==> src/adne_pkg.sv <==
// Shared types, constants and helpers for the advertising data name extractor.
// No dependencies; the front end, queue, back end and core import this package.
`default_nettype none

package adne_pkg;

    // Defaults for the top-level parameters
    localparam int NAME_CAPACITY_DEF    = 64;
    localparam int MAX_REPORT_BYTES_DEF = 1024;

    // Fixed field widths
    localparam int LEN_W  = 10;   // report_length
    localparam int BYTE_W = 8;    // data_byte
    localparam int CHAR_W = 7;    // name_char
    localparam int IDX_W  = 6;    // char_index and name_length

    // Stream bus widths, rounded up to whole bytes
    localparam int S_TDATA_W = 24;
    localparam int M_TDATA_W = 24;

    // Deepest name store that the 6-bit index fields can address
    localparam int STORE_DEPTH_MAX = 63;

    // Depth of the emit command queue between front and back
    localparam int CMD_FIFO_DEPTH = 2;

    // Input word kinds (carried on tuser)
    localparam logic KIND_START = 1'b0;
    localparam logic KIND_DATA  = 1'b1;

    // Advertising data structure types that carry a local name
    localparam logic [BYTE_W-1:0] AD_TYPE_SHORT_NAME    = 8'h08;
    localparam logic [BYTE_W-1:0] AD_TYPE_COMPLETE_NAME = 8'h09;

    // Printable range and the replacement character
    localparam logic [BYTE_W-1:0] CHAR_FIRST_PRINT = 8'h20;
    localparam logic [BYTE_W-1:0] CHAR_DEL         = 8'h7f;
    localparam logic [CHAR_W-1:0] CHAR_DOT         = 7'h2e;

    // Emit request from the parser: a name of name_len characters is due
    typedef struct packed {
        logic             push;
        logic [IDX_W-1:0] name_len;
    } emit_cmd_t;

    // Map a raw byte to a stored name character
    function automatic logic [CHAR_W-1:0] to_name_char(input logic [BYTE_W-1:0] b);
        logic [CHAR_W-1:0] c;
        if (b >= CHAR_FIRST_PRINT && b < CHAR_DEL) begin
            c = b[CHAR_W-1:0];
        end else begin
            c = CHAR_DOT;
        end
        return c;
    endfunction

endpackage

`default_nettype wire

==> src/adne_ram.sv <==
// Generic simple dual-port RAM: one write port, one read port with registered data.
// No dependencies.
`default_nettype none

module adne_ram #(
    parameter int WIDTH = 8,
    parameter int DEPTH = 64,
    parameter int AW    = (DEPTH > 1) ? $clog2(DEPTH) : 1
) (
    input  wire logic             aclk,
    input  wire logic             we,
    input  wire logic [AW-1:0]    waddr,
    input  wire logic [WIDTH-1:0] wdata,
    input  wire logic             re,
    input  wire logic [AW-1:0]    raddr,
    output logic      [WIDTH-1:0] rdata
);

    logic [WIDTH-1:0] mem [DEPTH];

    always_ff @(posedge aclk) begin
        if (we) begin
            mem[waddr] <= wdata;
        end
        if (re) begin
            rdata <= mem[raddr];
        end
    end

endmodule

`default_nettype wire

==> src/adne_front.sv <==
// Parser front end: accepts input words, walks the length-type-value structures,
// writes name characters into the store and requests emission. Uses adne_pkg.
`default_nettype none

module adne_front #(
    parameter int MAX_REPORT_BYTES = adne_pkg::MAX_REPORT_BYTES_DEF,
    parameter int STORE_DEPTH      = adne_pkg::STORE_DEPTH_MAX,
    parameter int AW               = (STORE_DEPTH > 1) ? $clog2(STORE_DEPTH) : 1
) (
    input  wire logic                         aclk,
    input  wire logic                         aresetn,
    input  wire logic                         in_accept,
    input  wire logic                         in_kind,
    input  wire logic [adne_pkg::LEN_W-1:0]   in_report_length,
    input  wire logic [adne_pkg::BYTE_W-1:0]  in_data_byte,
    output logic                              wr_possible,
    output logic                              store_we,
    output logic [AW-1:0]                     store_waddr,
    output logic [adne_pkg::CHAR_W-1:0]       store_wdata,
    output adne_pkg::emit_cmd_t               emit_cmd
);
    import adne_pkg::*;

    typedef enum logic [1:0] {PH_IDLE, PH_LEN, PH_BODY, PH_STOP} phase_t;

    localparam logic [LEN_W-1:0] MAX_LEN =
        (MAX_REPORT_BYTES > 1023) ? {LEN_W{1'b1}} : LEN_W'(MAX_REPORT_BYTES);

    phase_t            phase_reg, phase_next;
    logic [LEN_W-1:0]  pos_reg, pos_next;
    logic [LEN_W-1:0]  len_reg, len_next;
    logic [BYTE_W-1:0] field_reg, field_next;
    logic [BYTE_W-1:0] body_reg, body_next;
    logic              cap_active_reg, cap_active_next;
    logic              complete_reg, complete_next;
    logic [IDX_W-1:0]  limit_reg, limit_next;
    logic [IDX_W-1:0]  held_reg, held_next;

    logic [LEN_W-1:0]  len_clamped;
    logic [LEN_W:0]    struct_end;
    logic [BYTE_W-1:0] flen_m1;
    logic [BYTE_W-1:0] body_idx;

    assign wr_possible = (phase_reg == PH_BODY) && cap_active_reg && (body_reg != '0);

    always_comb begin
        len_clamped = (int'(in_report_length) > MAX_REPORT_BYTES) ? MAX_LEN : in_report_length;
        struct_end  = {1'b0, pos_reg} + {{(LEN_W + 1 - BYTE_W){1'b0}}, in_data_byte};
        flen_m1     = field_reg - 8'd1;
        body_idx    = body_reg - 8'd1;

        phase_next      = phase_reg;
        pos_next        = pos_reg;
        len_next        = len_reg;
        field_next      = field_reg;
        body_next       = body_reg;
        cap_active_next = cap_active_reg;
        complete_next   = complete_reg;
        limit_next      = limit_reg;
        held_next       = held_reg;

        store_we    = 1'b0;
        store_waddr = body_idx[AW-1:0];
        store_wdata = to_name_char(in_data_byte);
        emit_cmd.push = 1'b0;

        if (in_accept) begin
            if (in_kind == KIND_START) begin
                // Drop any open report and start a new one
                held_next       = '0;
                cap_active_next = 1'b0;
                complete_next   = 1'b0;
                limit_next      = '0;
                field_next      = '0;
                body_next       = '0;
                pos_next        = '0;
                len_next        = len_clamped;
                if (len_clamped == '0) begin
                    phase_next    = PH_IDLE;
                    emit_cmd.push = 1'b1;
                end else begin
                    phase_next = PH_LEN;
                end
            end else if (phase_reg != PH_IDLE) begin
                unique case (phase_reg)
                    PH_LEN: begin
                        if (in_data_byte == '0 || struct_end >= {1'b0, len_reg}) begin
                            phase_next = PH_STOP;
                        end else begin
                            field_next      = in_data_byte;
                            body_next       = '0;
                            cap_active_next = 1'b0;
                            phase_next      = PH_BODY;
                        end
                    end
                    PH_BODY: begin
                        if (body_reg == '0) begin
                            // Type byte: open a capture for a name with a body
                            if ((in_data_byte == AD_TYPE_SHORT_NAME ||
                                 in_data_byte == AD_TYPE_COMPLETE_NAME) && field_reg > 8'd1) begin
                                cap_active_next = 1'b1;
                                limit_next = (flen_m1 > BYTE_W'(STORE_DEPTH)) ?
                                             IDX_W'(STORE_DEPTH) : flen_m1[IDX_W-1:0];
                                held_next     = limit_next;
                                complete_next = (in_data_byte == AD_TYPE_COMPLETE_NAME);
                            end else begin
                                cap_active_next = 1'b0;
                            end
                        end else if (cap_active_reg) begin
                            if (body_idx < {{(BYTE_W - IDX_W){1'b0}}, limit_reg}) begin
                                store_we = 1'b1;
                            end
                        end
                        body_next  = body_reg + 8'd1;
                        field_next = field_reg - 8'd1;
                        if (field_next == '0) begin
                            phase_next = (cap_active_next && complete_next) ? PH_STOP : PH_LEN;
                            cap_active_next = 1'b0;
                            body_next       = '0;
                        end
                    end
                    default: begin
                    end
                endcase
                pos_next = pos_reg + 10'd1;
                if (pos_next >= len_reg) begin
                    phase_next    = PH_IDLE;
                    emit_cmd.push = 1'b1;
                end
            end
        end
        emit_cmd.name_len = held_next;
    end

    always_ff @(posedge aclk) begin
        if (!aresetn) begin
            phase_reg      <= PH_IDLE;
            pos_reg        <= '0;
            len_reg        <= '0;
            field_reg      <= '0;
            body_reg       <= '0;
            cap_active_reg <= 1'b0;
            complete_reg   <= 1'b0;
            limit_reg      <= '0;
            held_reg       <= '0;
        end else begin
            phase_reg      <= phase_next;
            pos_reg        <= pos_next;
            len_reg        <= len_next;
            field_reg      <= field_next;
            body_reg       <= body_next;
            cap_active_reg <= cap_active_next;
            complete_reg   <= complete_next;
            limit_reg      <= limit_next;
            held_reg       <= held_next;
        end
    end

endmodule

`default_nettype wire

==> src/adne_cmd_fifo.sv <==
// Short queue of emit commands between parser and emitter.
// Uses adne_pkg.
`default_nettype none

module adne_cmd_fifo #(
    parameter int DEPTH = adne_pkg::CMD_FIFO_DEPTH
) (
    input  wire logic                        aclk,
    input  wire logic                        aresetn,
    input  wire adne_pkg::emit_cmd_t         push_cmd,
    input  wire logic                        pop,
    output logic                             full,
    output logic                             not_empty,
    output logic [adne_pkg::IDX_W-1:0]       head_len
);
    import adne_pkg::*;

    localparam int PW = (DEPTH > 1) ? $clog2(DEPTH) : 1;
    localparam int CW = $clog2(DEPTH + 1);

    logic [IDX_W-1:0] slot_reg [DEPTH];
    logic [PW-1:0]    wr_ptr_reg, wr_ptr_next;
    logic [PW-1:0]    rd_ptr_reg, rd_ptr_next;
    logic [CW-1:0]    count_reg, count_next;
    logic             do_push, do_pop;

    assign full      = (count_reg == CW'(DEPTH));
    assign not_empty = (count_reg != '0);
    assign head_len  = slot_reg[rd_ptr_reg];

    always_comb begin
        do_push     = push_cmd.push && !full;
        do_pop      = pop && not_empty;
        wr_ptr_next = wr_ptr_reg;
        rd_ptr_next = rd_ptr_reg;
        count_next  = count_reg;
        if (do_push) begin
            wr_ptr_next = (wr_ptr_reg == PW'(DEPTH - 1)) ? '0 : wr_ptr_reg + PW'(1);
        end
        if (do_pop) begin
            rd_ptr_next = (rd_ptr_reg == PW'(DEPTH - 1)) ? '0 : rd_ptr_reg + PW'(1);
        end
        case ({do_push, do_pop})
            2'b10:   count_next = count_reg + CW'(1);
            2'b01:   count_next = count_reg - CW'(1);
            default: count_next = count_reg;
        endcase
    end

    always_ff @(posedge aclk) begin
        if (do_push) begin
            slot_reg[wr_ptr_reg] <= push_cmd.name_len;
        end
        if (!aresetn) begin
            wr_ptr_reg <= '0;
            rd_ptr_reg <= '0;
            count_reg  <= '0;
        end else begin
            wr_ptr_reg <= wr_ptr_next;
            rd_ptr_reg <= rd_ptr_next;
            count_reg  <= count_next;
        end
    end

endmodule

`default_nettype wire

==> src/adne_back.sv <==
// Emitter back end: pops emit commands, reads the name store one character per
// cycle while not stalled, drives the result stream via an output register. Uses adne_pkg.
`default_nettype none

module adne_back #(
    parameter int STORE_DEPTH = adne_pkg::STORE_DEPTH_MAX,
    parameter int AW          = (STORE_DEPTH > 1) ? $clog2(STORE_DEPTH) : 1
) (
    input  wire logic                         aclk,
    input  wire logic                         aresetn,
    input  wire logic                         cmd_valid,
    input  wire logic [adne_pkg::IDX_W-1:0]   cmd_len,
    output logic                              cmd_pop,
    output logic                              active,
    output logic                              store_re,
    output logic [AW-1:0]                     store_raddr,
    input  wire logic [adne_pkg::CHAR_W-1:0]  store_rdata,
    output logic                              out_valid,
    input  wire logic                         out_ready,
    output logic [adne_pkg::CHAR_W-1:0]       out_char,
    output logic [adne_pkg::IDX_W-1:0]        out_index,
    output logic [adne_pkg::IDX_W-1:0]        out_length,
    output logic                              out_last
);
    import adne_pkg::*;

    // Walk state
    logic             active_reg, active_next;
    logic [IDX_W-1:0] idx_reg, idx_next;
    logic [IDX_W-1:0] len_reg, len_next;
    // Read stage: store data lands in the RAM output register
    logic             s1_valid_reg, s1_valid_next;
    logic [IDX_W-1:0] s1_idx_reg, s1_idx_next;
    logic [IDX_W-1:0] s1_len_reg, s1_len_next;
    logic             s1_last_reg, s1_last_next;
    logic             s1_empty_reg, s1_empty_next;
    // Output stage
    logic              o_valid_reg, o_valid_next;
    logic [CHAR_W-1:0] o_char_reg, o_char_next;
    logic [IDX_W-1:0]  o_idx_reg, o_idx_next;
    logic [IDX_W-1:0]  o_len_reg, o_len_next;
    logic              o_last_reg, o_last_next;

    logic             advance;
    logic [IDX_W-1:0] rd_idx;

    assign advance     = !o_valid_reg || out_ready;
    assign store_re    = advance;
    assign store_raddr = rd_idx[AW-1:0];
    assign active      = active_reg;
    assign out_valid   = o_valid_reg;
    assign out_char    = o_char_reg;
    assign out_index   = o_idx_reg;
    assign out_length  = o_len_reg;
    assign out_last    = o_last_reg;

    always_comb begin
        active_next   = active_reg;
        idx_next      = idx_reg;
        len_next      = len_reg;
        s1_valid_next = s1_valid_reg;
        s1_idx_next   = s1_idx_reg;
        s1_len_next   = s1_len_reg;
        s1_last_next  = s1_last_reg;
        s1_empty_next = s1_empty_reg;
        o_valid_next  = o_valid_reg;
        o_char_next   = o_char_reg;
        o_idx_next    = o_idx_reg;
        o_len_next    = o_len_reg;
        o_last_next   = o_last_reg;
        cmd_pop       = 1'b0;
        rd_idx        = idx_reg;

        if (advance) begin
            o_valid_next  = s1_valid_reg;
            o_char_next   = s1_empty_reg ? '0 : store_rdata;
            o_idx_next    = s1_idx_reg;
            o_len_next    = s1_len_reg;
            o_last_next   = s1_last_reg;
            s1_valid_next = 1'b0;
            if (active_reg) begin
                s1_valid_next = 1'b1;
                s1_idx_next   = idx_reg;
                s1_len_next   = len_reg;
                s1_empty_next = 1'b0;
                s1_last_next  = ({1'b0, idx_reg} + 7'd1) == {1'b0, len_reg};
                idx_next      = idx_reg + 6'd1;
                if (s1_last_next) begin
                    active_next = 1'b0;
                end
            end else if (cmd_valid) begin
                cmd_pop       = 1'b1;
                rd_idx        = '0;
                s1_valid_next = 1'b1;
                s1_idx_next   = '0;
                s1_len_next   = cmd_len;
                s1_empty_next = (cmd_len == '0);
                s1_last_next  = (cmd_len <= 6'd1);
                active_next   = (cmd_len > 6'd1);
                idx_next      = 6'd1;
                len_next      = cmd_len;
            end
        end
    end

    always_ff @(posedge aclk) begin
        s1_idx_reg   <= s1_idx_next;
        s1_len_reg   <= s1_len_next;
        s1_last_reg  <= s1_last_next;
        s1_empty_reg <= s1_empty_next;
        o_char_reg   <= o_char_next;
        o_idx_reg    <= o_idx_next;
        o_len_reg    <= o_len_next;
        o_last_reg   <= o_last_next;
        idx_reg      <= idx_next;
        len_reg      <= len_next;
        if (!aresetn) begin
            active_reg   <= 1'b0;
            s1_valid_reg <= 1'b0;
            o_valid_reg  <= 1'b0;
        end else begin
            active_reg   <= active_next;
            s1_valid_reg <= s1_valid_next;
            o_valid_reg  <= o_valid_next;
        end
    end

endmodule

`default_nettype wire

==> src/adv_data_name_extractor_core.sv <==
// Path: the word that closes a report (final data byte, or a start with length
//   zero) queues an emit request; the name is read out through the output register.
// Throughput: one input word per cycle and one result word per cycle while m_tready
//   is high; the input stalls while a name body byte waits for an earlier name to be
//   read out of the name store, or while the two-entry emit queue is full.
// Reset: synchronous, active low; clears parser, queue and emitter control. The
//   name store is not cleared.
`default_nettype none

module adv_data_name_extractor_core #(
    parameter int NAME_CAPACITY    = adne_pkg::NAME_CAPACITY_DEF,
    parameter int MAX_REPORT_BYTES = adne_pkg::MAX_REPORT_BYTES_DEF
) (
    input  wire logic                            aclk,
    input  wire logic                            aresetn,
    // Input stream
    input  wire logic                            s_tvalid,
    output logic                                 s_tready,
    input  wire logic [adne_pkg::S_TDATA_W-1:0]  s_tdata,  // report_length[9:0], data_byte[17:10]
    input  wire logic                            s_tuser,  // kind: 0 start, 1 data byte
    // Result stream
    output logic                                 m_tvalid,
    input  wire logic                            m_tready,
    output logic [adne_pkg::M_TDATA_W-1:0]       m_tdata,  // name_char[6:0], char_index[12:7],
                                                           // name_length[18:13]
    output logic                                 m_tlast   // last character of the name
);
    import adne_pkg::*;

    // Store holds at most one character less than the capacity, capped by the index width
    localparam int STORE_DEPTH = (NAME_CAPACITY - 1 > STORE_DEPTH_MAX) ?
                                 STORE_DEPTH_MAX : NAME_CAPACITY - 1;
    localparam int AW = (STORE_DEPTH > 1) ? $clog2(STORE_DEPTH) : 1;

    logic              in_accept;
    logic              wr_possible;
    logic              store_we;
    logic [AW-1:0]     store_waddr;
    logic [CHAR_W-1:0] store_wdata;
    logic              store_re;
    logic [AW-1:0]     store_raddr;
    logic [CHAR_W-1:0] store_rdata;
    emit_cmd_t         emit_cmd;
    logic              q_full, q_not_empty, q_pop;
    logic [IDX_W-1:0]  q_len;
    logic              back_active;
    logic              store_busy;
    logic [CHAR_W-1:0] out_char;
    logic [IDX_W-1:0]  out_index, out_length;

    // Hold off name writes while an earlier name is queued or being read out,
    // and hold all input while the queue cannot take another emit request.
    assign store_busy = back_active || q_not_empty;
    assign s_tready   = !q_full && !(wr_possible && store_busy);
    assign in_accept  = s_tvalid && s_tready;

    adne_front #(
        .MAX_REPORT_BYTES(MAX_REPORT_BYTES),
        .STORE_DEPTH     (STORE_DEPTH),
        .AW              (AW)
    ) u_front (
        .aclk            (aclk),
        .aresetn         (aresetn),
        .in_accept       (in_accept),
        .in_kind         (s_tuser),
        .in_report_length(s_tdata[LEN_W-1:0]),
        .in_data_byte    (s_tdata[LEN_W +: BYTE_W]),
        .wr_possible     (wr_possible),
        .store_we        (store_we),
        .store_waddr     (store_waddr),
        .store_wdata     (store_wdata),
        .emit_cmd        (emit_cmd)
    );

    adne_ram #(
        .WIDTH(CHAR_W),
        .DEPTH(STORE_DEPTH),
        .AW   (AW)
    ) u_name_store (
        .aclk (aclk),
        .we   (store_we),
        .waddr(store_waddr),
        .wdata(store_wdata),
        .re   (store_re),
        .raddr(store_raddr),
        .rdata(store_rdata)
    );

    adne_cmd_fifo #(
        .DEPTH(CMD_FIFO_DEPTH)
    ) u_cmd_fifo (
        .aclk     (aclk),
        .aresetn  (aresetn),
        .push_cmd (emit_cmd),
        .pop      (q_pop),
        .full     (q_full),
        .not_empty(q_not_empty),
        .head_len (q_len)
    );

    adne_back #(
        .STORE_DEPTH(STORE_DEPTH),
        .AW         (AW)
    ) u_back (
        .aclk       (aclk),
        .aresetn    (aresetn),
        .cmd_valid  (q_not_empty),
        .cmd_len    (q_len),
        .cmd_pop    (q_pop),
        .active     (back_active),
        .store_re   (store_re),
        .store_raddr(store_raddr),
        .store_rdata(store_rdata),
        .out_valid  (m_tvalid),
        .out_ready  (m_tready),
        .out_char   (out_char),
        .out_index  (out_index),
        .out_length (out_length),
        .out_last   (m_tlast)
    );

    // Pack the result word, low field first, zero-filled to whole bytes
    assign m_tdata = {{(M_TDATA_W - CHAR_W - 2 * IDX_W){1'b0}}, out_length, out_index, out_char};

endmodule

`default_nettype wire

==> config.mk <==
export PLATFORM = sky130hd
export DESIGN_NAME = adv_data_name_extractor_core
export DESIGN_NICKNAME = d
export VERILOG_FILES = /design/src/adne_pkg.sv /design/src/adne_ram.sv /design/src/adne_front.sv /design/src/adne_cmd_fifo.sv /design/src/adne_back.sv /design/src/adv_data_name_extractor_core.sv
export SDC_FILE = /design/constraint.sdc
export NUM_CORES = 1
export LEC_CHECK = 0
export ABC_AREA = 0
export BUFFER_PORTS_ARGS = -buffer_cell sky130_fd_sc_hd__buf_2
export CAP_MARGIN = 20
export CORE_ASPECT_RATIO = 1.75
export CORE_MARGIN = 2
export CORE_UTILIZATION = 25
export CTS_BUF_LIST = sky130_fd_sc_hd__clkbuf_8
export DETAILED_ROUTE_END_ITERATION = 12
export GPL_TIMING_DRIVEN = 0
export SLEW_MARGIN = 25
export SYNTH_ARGS = -nofsm -noshare
export SYNTH_HDL_FRONTEND = slang
export SYNTH_SLANG_ARGS = --single-unit
==> constraint.sdc <==
create_clock -name aclk -period 6.4 [get_ports aclk]
set_clock_uncertainty 0.15 [all_clocks]
set_input_delay 0.64 -clock aclk [delete_from_list [all_inputs] [get_ports aclk]]
set_output_delay 0.64 -clock aclk [all_outputs]
set_load 0.005 [all_outputs]
# Word level (Yosys, flattened, before mapping)
# Memory sizes are Yosys's and may differ from the RTL's. A register that Yosys moved wholly into a read port is not among the register bits.
# Cells that the tools add are included.
[classes]
n_addsub = 11
magnitude_cmp = 9
n_eq_ne = 16
n_mux = 92
bitwise = 2
n_reduce_logical = 35
[op_table]
columns = ["cell", "n"]
rows = [
  ["$mux 6", 21],
  ["$mux 8", 7],
  ["$mux 1", 51],
  ["$pmux 8 s2", 2],
  ["$logic_not 8->1", 3],
  ["$mux 10", 2],
  ["$eq 8x4->1 const B", 2],
  ["$sub 8x1->8 const B", 2],
  ["$add 10x8->11", 1],
  ["$ge 11x10->1", 1],
  ["$add 10x1->10 const B", 1],
  ["$ge 10x10->1", 1],
  ["$logic_and 1x1->1", 10],
  ["$logic_not 10->1", 1],
  ["$mux 2", 5],
  ["$add 8x1->8 const B", 1],
  ["$ge 8x6->1 const B", 1],
  ["$gt 8x1->1 const B", 1],
  ["$gt 8x6->1 const B", 1],
  ["$lt 8x6->1", 1],
  ["$lt 8x7->1 const B", 1],
  ["$ne 2x1->1 const B", 4],
  ["$pmux 2 s2", 2],
  ["$reduce_and 4->1", 2],
  ["other kinds (25)", 41],
]
[totals]
register_bits = 105
ram_bits = 453
inputBits = 29
output_inout_bits = 27
word_cells = 192
n_memories = 2
[mem_list]
columns = ["memory", "words", "word_bits", "rd", "rd_clocked_by_memory_dff", "write_ports", "line", "source"]
rows = [
  ["u_name_store.mem", 63, 7, 1, 1, 1, "adne_ram.sv:19", "logic [WIDTH-1:0] mem [DEPTH];"],
  ["u_cmd_fifo.slot_reg", 2, 6, 1, 1, 1, "adne_cmd_fifo.sv:21", "logic [IDX_W-1:0] slot_reg [DEPTH];"],
]

# Depth between registers and ports, before layout
[depth]
word_depth = 16
depth_mapped = 18
mapped_depth_nobuf = 17

# Cells and area by module
# Synthesis repeated with hierarchy kept, for this count alone.
[unflattened]
hier_cells = 1518
hier_area_um2 = 24133.1
[by_module_without_submodules]
columns = ["mod", "n_inst", "cells_each", "area_per_inst_um2", "seq_area_each_um2"]
rows = [
  ["adne_ram", 1, 832, 17495.5, 13452.9],
  ["adne_front", 1, 508, 3963.8, 1041.0],
  ["adne_back", 1, 124, 1938.1, 1441.4],
  ["adne_cmd_fifo", 1, 45, 670.6, 460.4],
  ["adv_data_name_extractor_core", 1, 9, 65.1, 0.0],
]

# Worst setup path after synthesis
# No wires, ideal clock.
[synth_timing]
path_type = "input -> register"
from = "input s_tdata[11] in the netlist's numbering"
to = "memory u_name_store.mem[0][5] in the netlist's numbering (data pin)"
setup_ps = 608
arrival_ps = 5025
required_time_ps = 5642
path_slack_ps = 617
cell_stages = 4
path_buffers = 0
path_cell_list = "inv_1 -> nor3_1 -> nor3b_1 -> nand2b_1"
[synth_between]
elab_chain_cells = 3
word_cells_on_any_way = 4
classes_between = "order compare: 2; mux: 1; reduce/logical: 1"
[synth_rtl]
columns = ["item", "line", "source"]
rows = [
  ["start: declaration", "adv_data_name_extractor_core.sv:19", "input wire logic [adne_pkg::S_TDATA_W-1:0] s_tdata,"],
  ["$ge 8x6->1 or $lt 8x7->1 (tied branches)", "adne_pkg.sv:49", "if (b >= CHAR_FIRST_PRINT && b < CHAR_DEL) begin"],
  ["$logic_and 1x1->1 (*)", "adne_pkg.sv:49", ""],
  ["$mux 7 (*)", "adne_pkg.sv:49", ""],
  ["named net store_wdata[5]", "adv_data_name_extractor_core.sv:39", "logic [CHAR_W-1:0] store_wdata;"],
  ["end: declaration", "adne_ram.sv:19", ""],
]
# Mark *: on every way through the listed nets, which the timed path passes. The rest lies on a longest branch.

# Worst setup path in the final report
[layout_timing]
from = "register u_back.idx_reg[2]"
to = "register u_name_store.rdata[6], read port of u_name_store.mem (data pin)"
[layout_between]
elab_chain_cells = 3
[layout_rtl]
columns = ["item", "line", "source"]
rows = [
  ["start: declaration", "adne_back.sv:29", "logic [IDX_W-1:0] idx_reg, idx_next;"],
  ["start signal: assignment", "adne_back.sv:115", "idx_reg <= idx_next;"],
  ["$mux 6", "adne_back.sv:91", "end else if (cmd_valid) begin"],
  ["$mux 6", "adne_back.sv:81", "if (active_reg) begin"],
  ["$mux 6 (*)", "adne_back.sv:74", "if (advance) begin"],
  ["end: declaration", "adne_ram.sv:16", "output logic [WIDTH-1:0] rdata"],
]
# Every way passes the cells marked *; elsewhere a longest branch is shown, timed or not.
# A chain may end at the register's enable or synchronous reset.

==> key figures <==
Run status
  – Status: completed

GRT
  – First-pass GRT wire length: 106,000 um
  – M1 GR Usage: 0.143
  – Total gr overflow: 0
  – Number of antenna violations at the first check in global routing: 2
  – Met3 GRT Util: 0.0248
  – Most Crowded Layer GR: met2
  – Vias in the first global route: between 15,000 and 20,000
  – GRT Total Usage: 0.145
  – Met2 global-route usage: 0.272
  – Largest net degree at the start of global routing: 64

Timing
  – Final setup violation count: 0
  – Max frequency: 194 MHz
  – Crit share post-route: 0.804
  – Setup tns final: 0 ps
  – Max Slew Vio Count: 0
  – Relative slew margins: 0.265
  – Final worst slack: 1250 ps
  – Post-route minimum period: ~5100 ps
  – Worst slew pin tran: 1100 ps
  – RSZ-0062 raised after global routing: false
  – Final Hold Vio Count: 0

Critical path
  – CP peak stage delay: 950 ps
  – Worst path top cell family by delay: buffers and inverters
  – CP cell instances: clkbuf_1 -> buf_2 -> clkbuf_2 -> clkbuf_1 -> clkbuf_1 -> o221ai_1 -> a311oi_1 -> a221o_1
  – Worst EP required: about 6800 ps
  – Startpoint Class: register
  – Most used cell, CP: clkbuf_1
  – Critical Setup Path Class: register to register
  – CP max stage cell: a311oi_1
  – Crit end category: register
  – Worst Path Max Fanout: 10
  – CP Buf/Inv Count: 5
  – WP data arrival: between 5000 and 6000 ps

Synth
  – Share of the synthesized area in the top cell type: 0.618
  – Adder-Cell Fraction of Synth Area: 0.0217
  – Number of synthesized flops with an enable pin: roughly 500
  – Netlist cell types: 74
  – Post-Synth Simple-Gate Area: 0.0967
  – Ranking of synthesized cells by area: edfxtp_1, dfxtp_1, mux4_2, nor2_1, mux2i_1
  – Top_reg_cell synth: edfxtp_1
  – Yosys reg bits: about 570
  – Synth Area in XOR/XNOR: 0.0128
  – Synth area leader: edfxtp_1
  – Post-synth ARST share: 0
  – Cells after Synth: approximately 1,800
  – Mux cell area share after synthesis: 0.0741
  – Synth Area in Compound Gates: 0.102
  – Register area share after synthesis: 0.667
  – Warnings, synthesis: 0
  – Largest family of logic cells by synthesized area: compound AO/OA/AOI/OAI gates
  – Post-Syn Area per Cell: approximately 14 um2
  – Area of the mapped netlist: 24,600 um2

Clock network
  – TritonCTS Buffers: 84
  – Postcts setup bufs: 0
  – Root Driver: clkbuf_8
  – CTS resizes: 0
  – Clk Latency, worst-skew pair: between 700 and 800 ps
  – Reg clk slew, reported paths: approximately 70 ps
  – CTS sink count: 566
  – Deepest clock path buffer count: 3
  – Hold_buf cts: 10
  – CTS tree: built
  – H-tree levels: 3

Pwr
  – LEAKAGE: roughly 9.6 nW
  – Pwr Density: around 380 nW/um2
  – IR drop worst, VDD: 0.174 mV

Placed design
  – Placed cell count: about 3,200
  – RePlAce Congestion: 0.903
  – Placed cell area: 26,600 um2
  – DP Wirelength: 52,100 um
  – Post-place setup slack: around 1100 ps
  – Port bufs: 43

Finish
  – Layout Cells excl Fill: roughly 3,300
  – Final Core Density: 0.291
  – Commonest non-fill, non-tap cell in the layout: edfxtp_1
  – Commonest non-fill, non-tap cells in the layout: edfxtp_1, nor2_1, a21oi_1, nand2_1, clkbuf_8
  – Post-layout net count: around 2,000
  – Layout cells sized above 1: 0.128
  – Fillers: approximately 10,000
  – Largest register FFs: roughly 440
  – Final Cell Area: ~28,000 um2
  – Area grow syn2layout: 15.6%

Floorplanning
  – Chip width: approximately 240 um
  – Row count: about 150
  – Core area: 97,800 um2
  – Die area: just over 100,000 um2
  – Die H: approximately 420 um
  – Starting Density: 0.251
  – I/O pin count: 56

Flow run
  – Max-cap violations: 0

Drt
  – WL/cell: roughly 22 um
  – Routed wire length: between 70,000 and 80,000 um
  – Via count: roughly 16,000
  – Vias per cell: ~4.8
  – # DRC: 0
  – Number of iterations in the first detailed-routing pass: 6
  – Initial drt markers: between 1,000 and 1,500
  – Routed Antenna Nets: 0

Worst hold path
  – HP Class: input pin to register
-- routing by layer --
| metal | vias to the layer above | wire, um |
|---|---|---|
| met3 | 229 | 3600 |
| met4 | 2 | 5120 |
| met5 | - | 14 |
| li1 | 7244 | - |
| met1 | 7958 | 24500 |
| met2 | 608 | 39700 |
-- worst register-to-register path: stages, from the launching register on --
cell      delay, ps
edfxtp_1        430
clkbuf_1        390
buf_2           460
clkbuf_2        550
clkbuf_1        840
clkbuf_1        690
o221ai_1        200
a311oi_1        950
a221o_1         310
-- cells by family after synthesis --
group	count (synthesis)
AOI/OAI and AO/OA	387
xor gates and xnor gates	36
adders and majority gates	42
buffers and inverters	156
DFF	566
muxes	123
other	1
and+or+nand+nor	505
-- Yosys cell counts (all sizes together) (4+ instances only) --
cell type,number
a211oi,28
a21o,7
a21oi,127
a221o,14
a221oi,6
a22o,4
a22oi,12
a311oi,15
a31oi,17
and2,18
and3,11
buf,28
clkbuf,77
dfxtp,60
edfxtp,506
ha,41
inv,50
mux2,12
mux2i,65
mux4,46
nand2,91
nand2b,29
nand3,31
nand4,14
nor2,217
nor2b,37
nor3,17
nor3b,4
nor4,7
o2111ai,4
o211ai,5
o21a,9
o21ai,73
o221ai,18
o22ai,18
or2,4
or3,12
or4,6
xnor2,23
xor2,13
-- cell type report --
| cell class | instances | area [um2] | share of cell area |
|---|---|---|---|
| tap | 1309 | 1640 | 0.0577 |
| clock inverter | 65 | 455 | 0.0160 |
| buffer | 105 | 430 | 0.0152 |
| sequential | 566 | 16400 | 0.577 |
| timing repair buffer | 64 | 455 | 0.0160 |
| multi-input combinational | 1098 | 7640 | 0.269 |
| antenna | 1 | 2.50 | 0.0000881 |
| inverter | 51 | 191 | 0.00674 |
| clock buffer | 87 | 1200 | 0.0422 |
-- report_power, final --
group	switching (mW)	total, mW	internal, mW
Clock	1.48	2.96	1.49
Sequential	0.0893	4.39	4.30
Combinational	2.41	3.50	1.09
-- final timing paths --
kind                                      start                                 to  slack (ps)  cells past startpoint
min reg2reg  u_back.s1_idx_reg[3]$_SDFFCE_PN0P_      u_back.out_index[3]$_DFFE_PN_         270                      0
min                                     s_tuser  u_front.phase_reg[0]$_SDFFE_PN0P_         140                      4
max             u_back.idx_reg[2]$_SDFFCE_PN0P_    u_name_store.rdata[6]$_DFFE_PN_        1250                      8
max reg2reg     u_back.idx_reg[2]$_SDFFCE_PN0P_    u_name_store.rdata[6]$_DFFE_PN_        1250                      8
-- metrics by stage --
stage	total power [mW]	hold slack, ps
6_report	10.9	140
5_1_grt	11.3	99.5
4_1_cts	10.8	52.7
3_5_place_dp	7.89	256
3_3_place_gp	7.86	254
2_1_floorplan	6.45	250
Note: power is estimated with default switching activity, not from simulation.
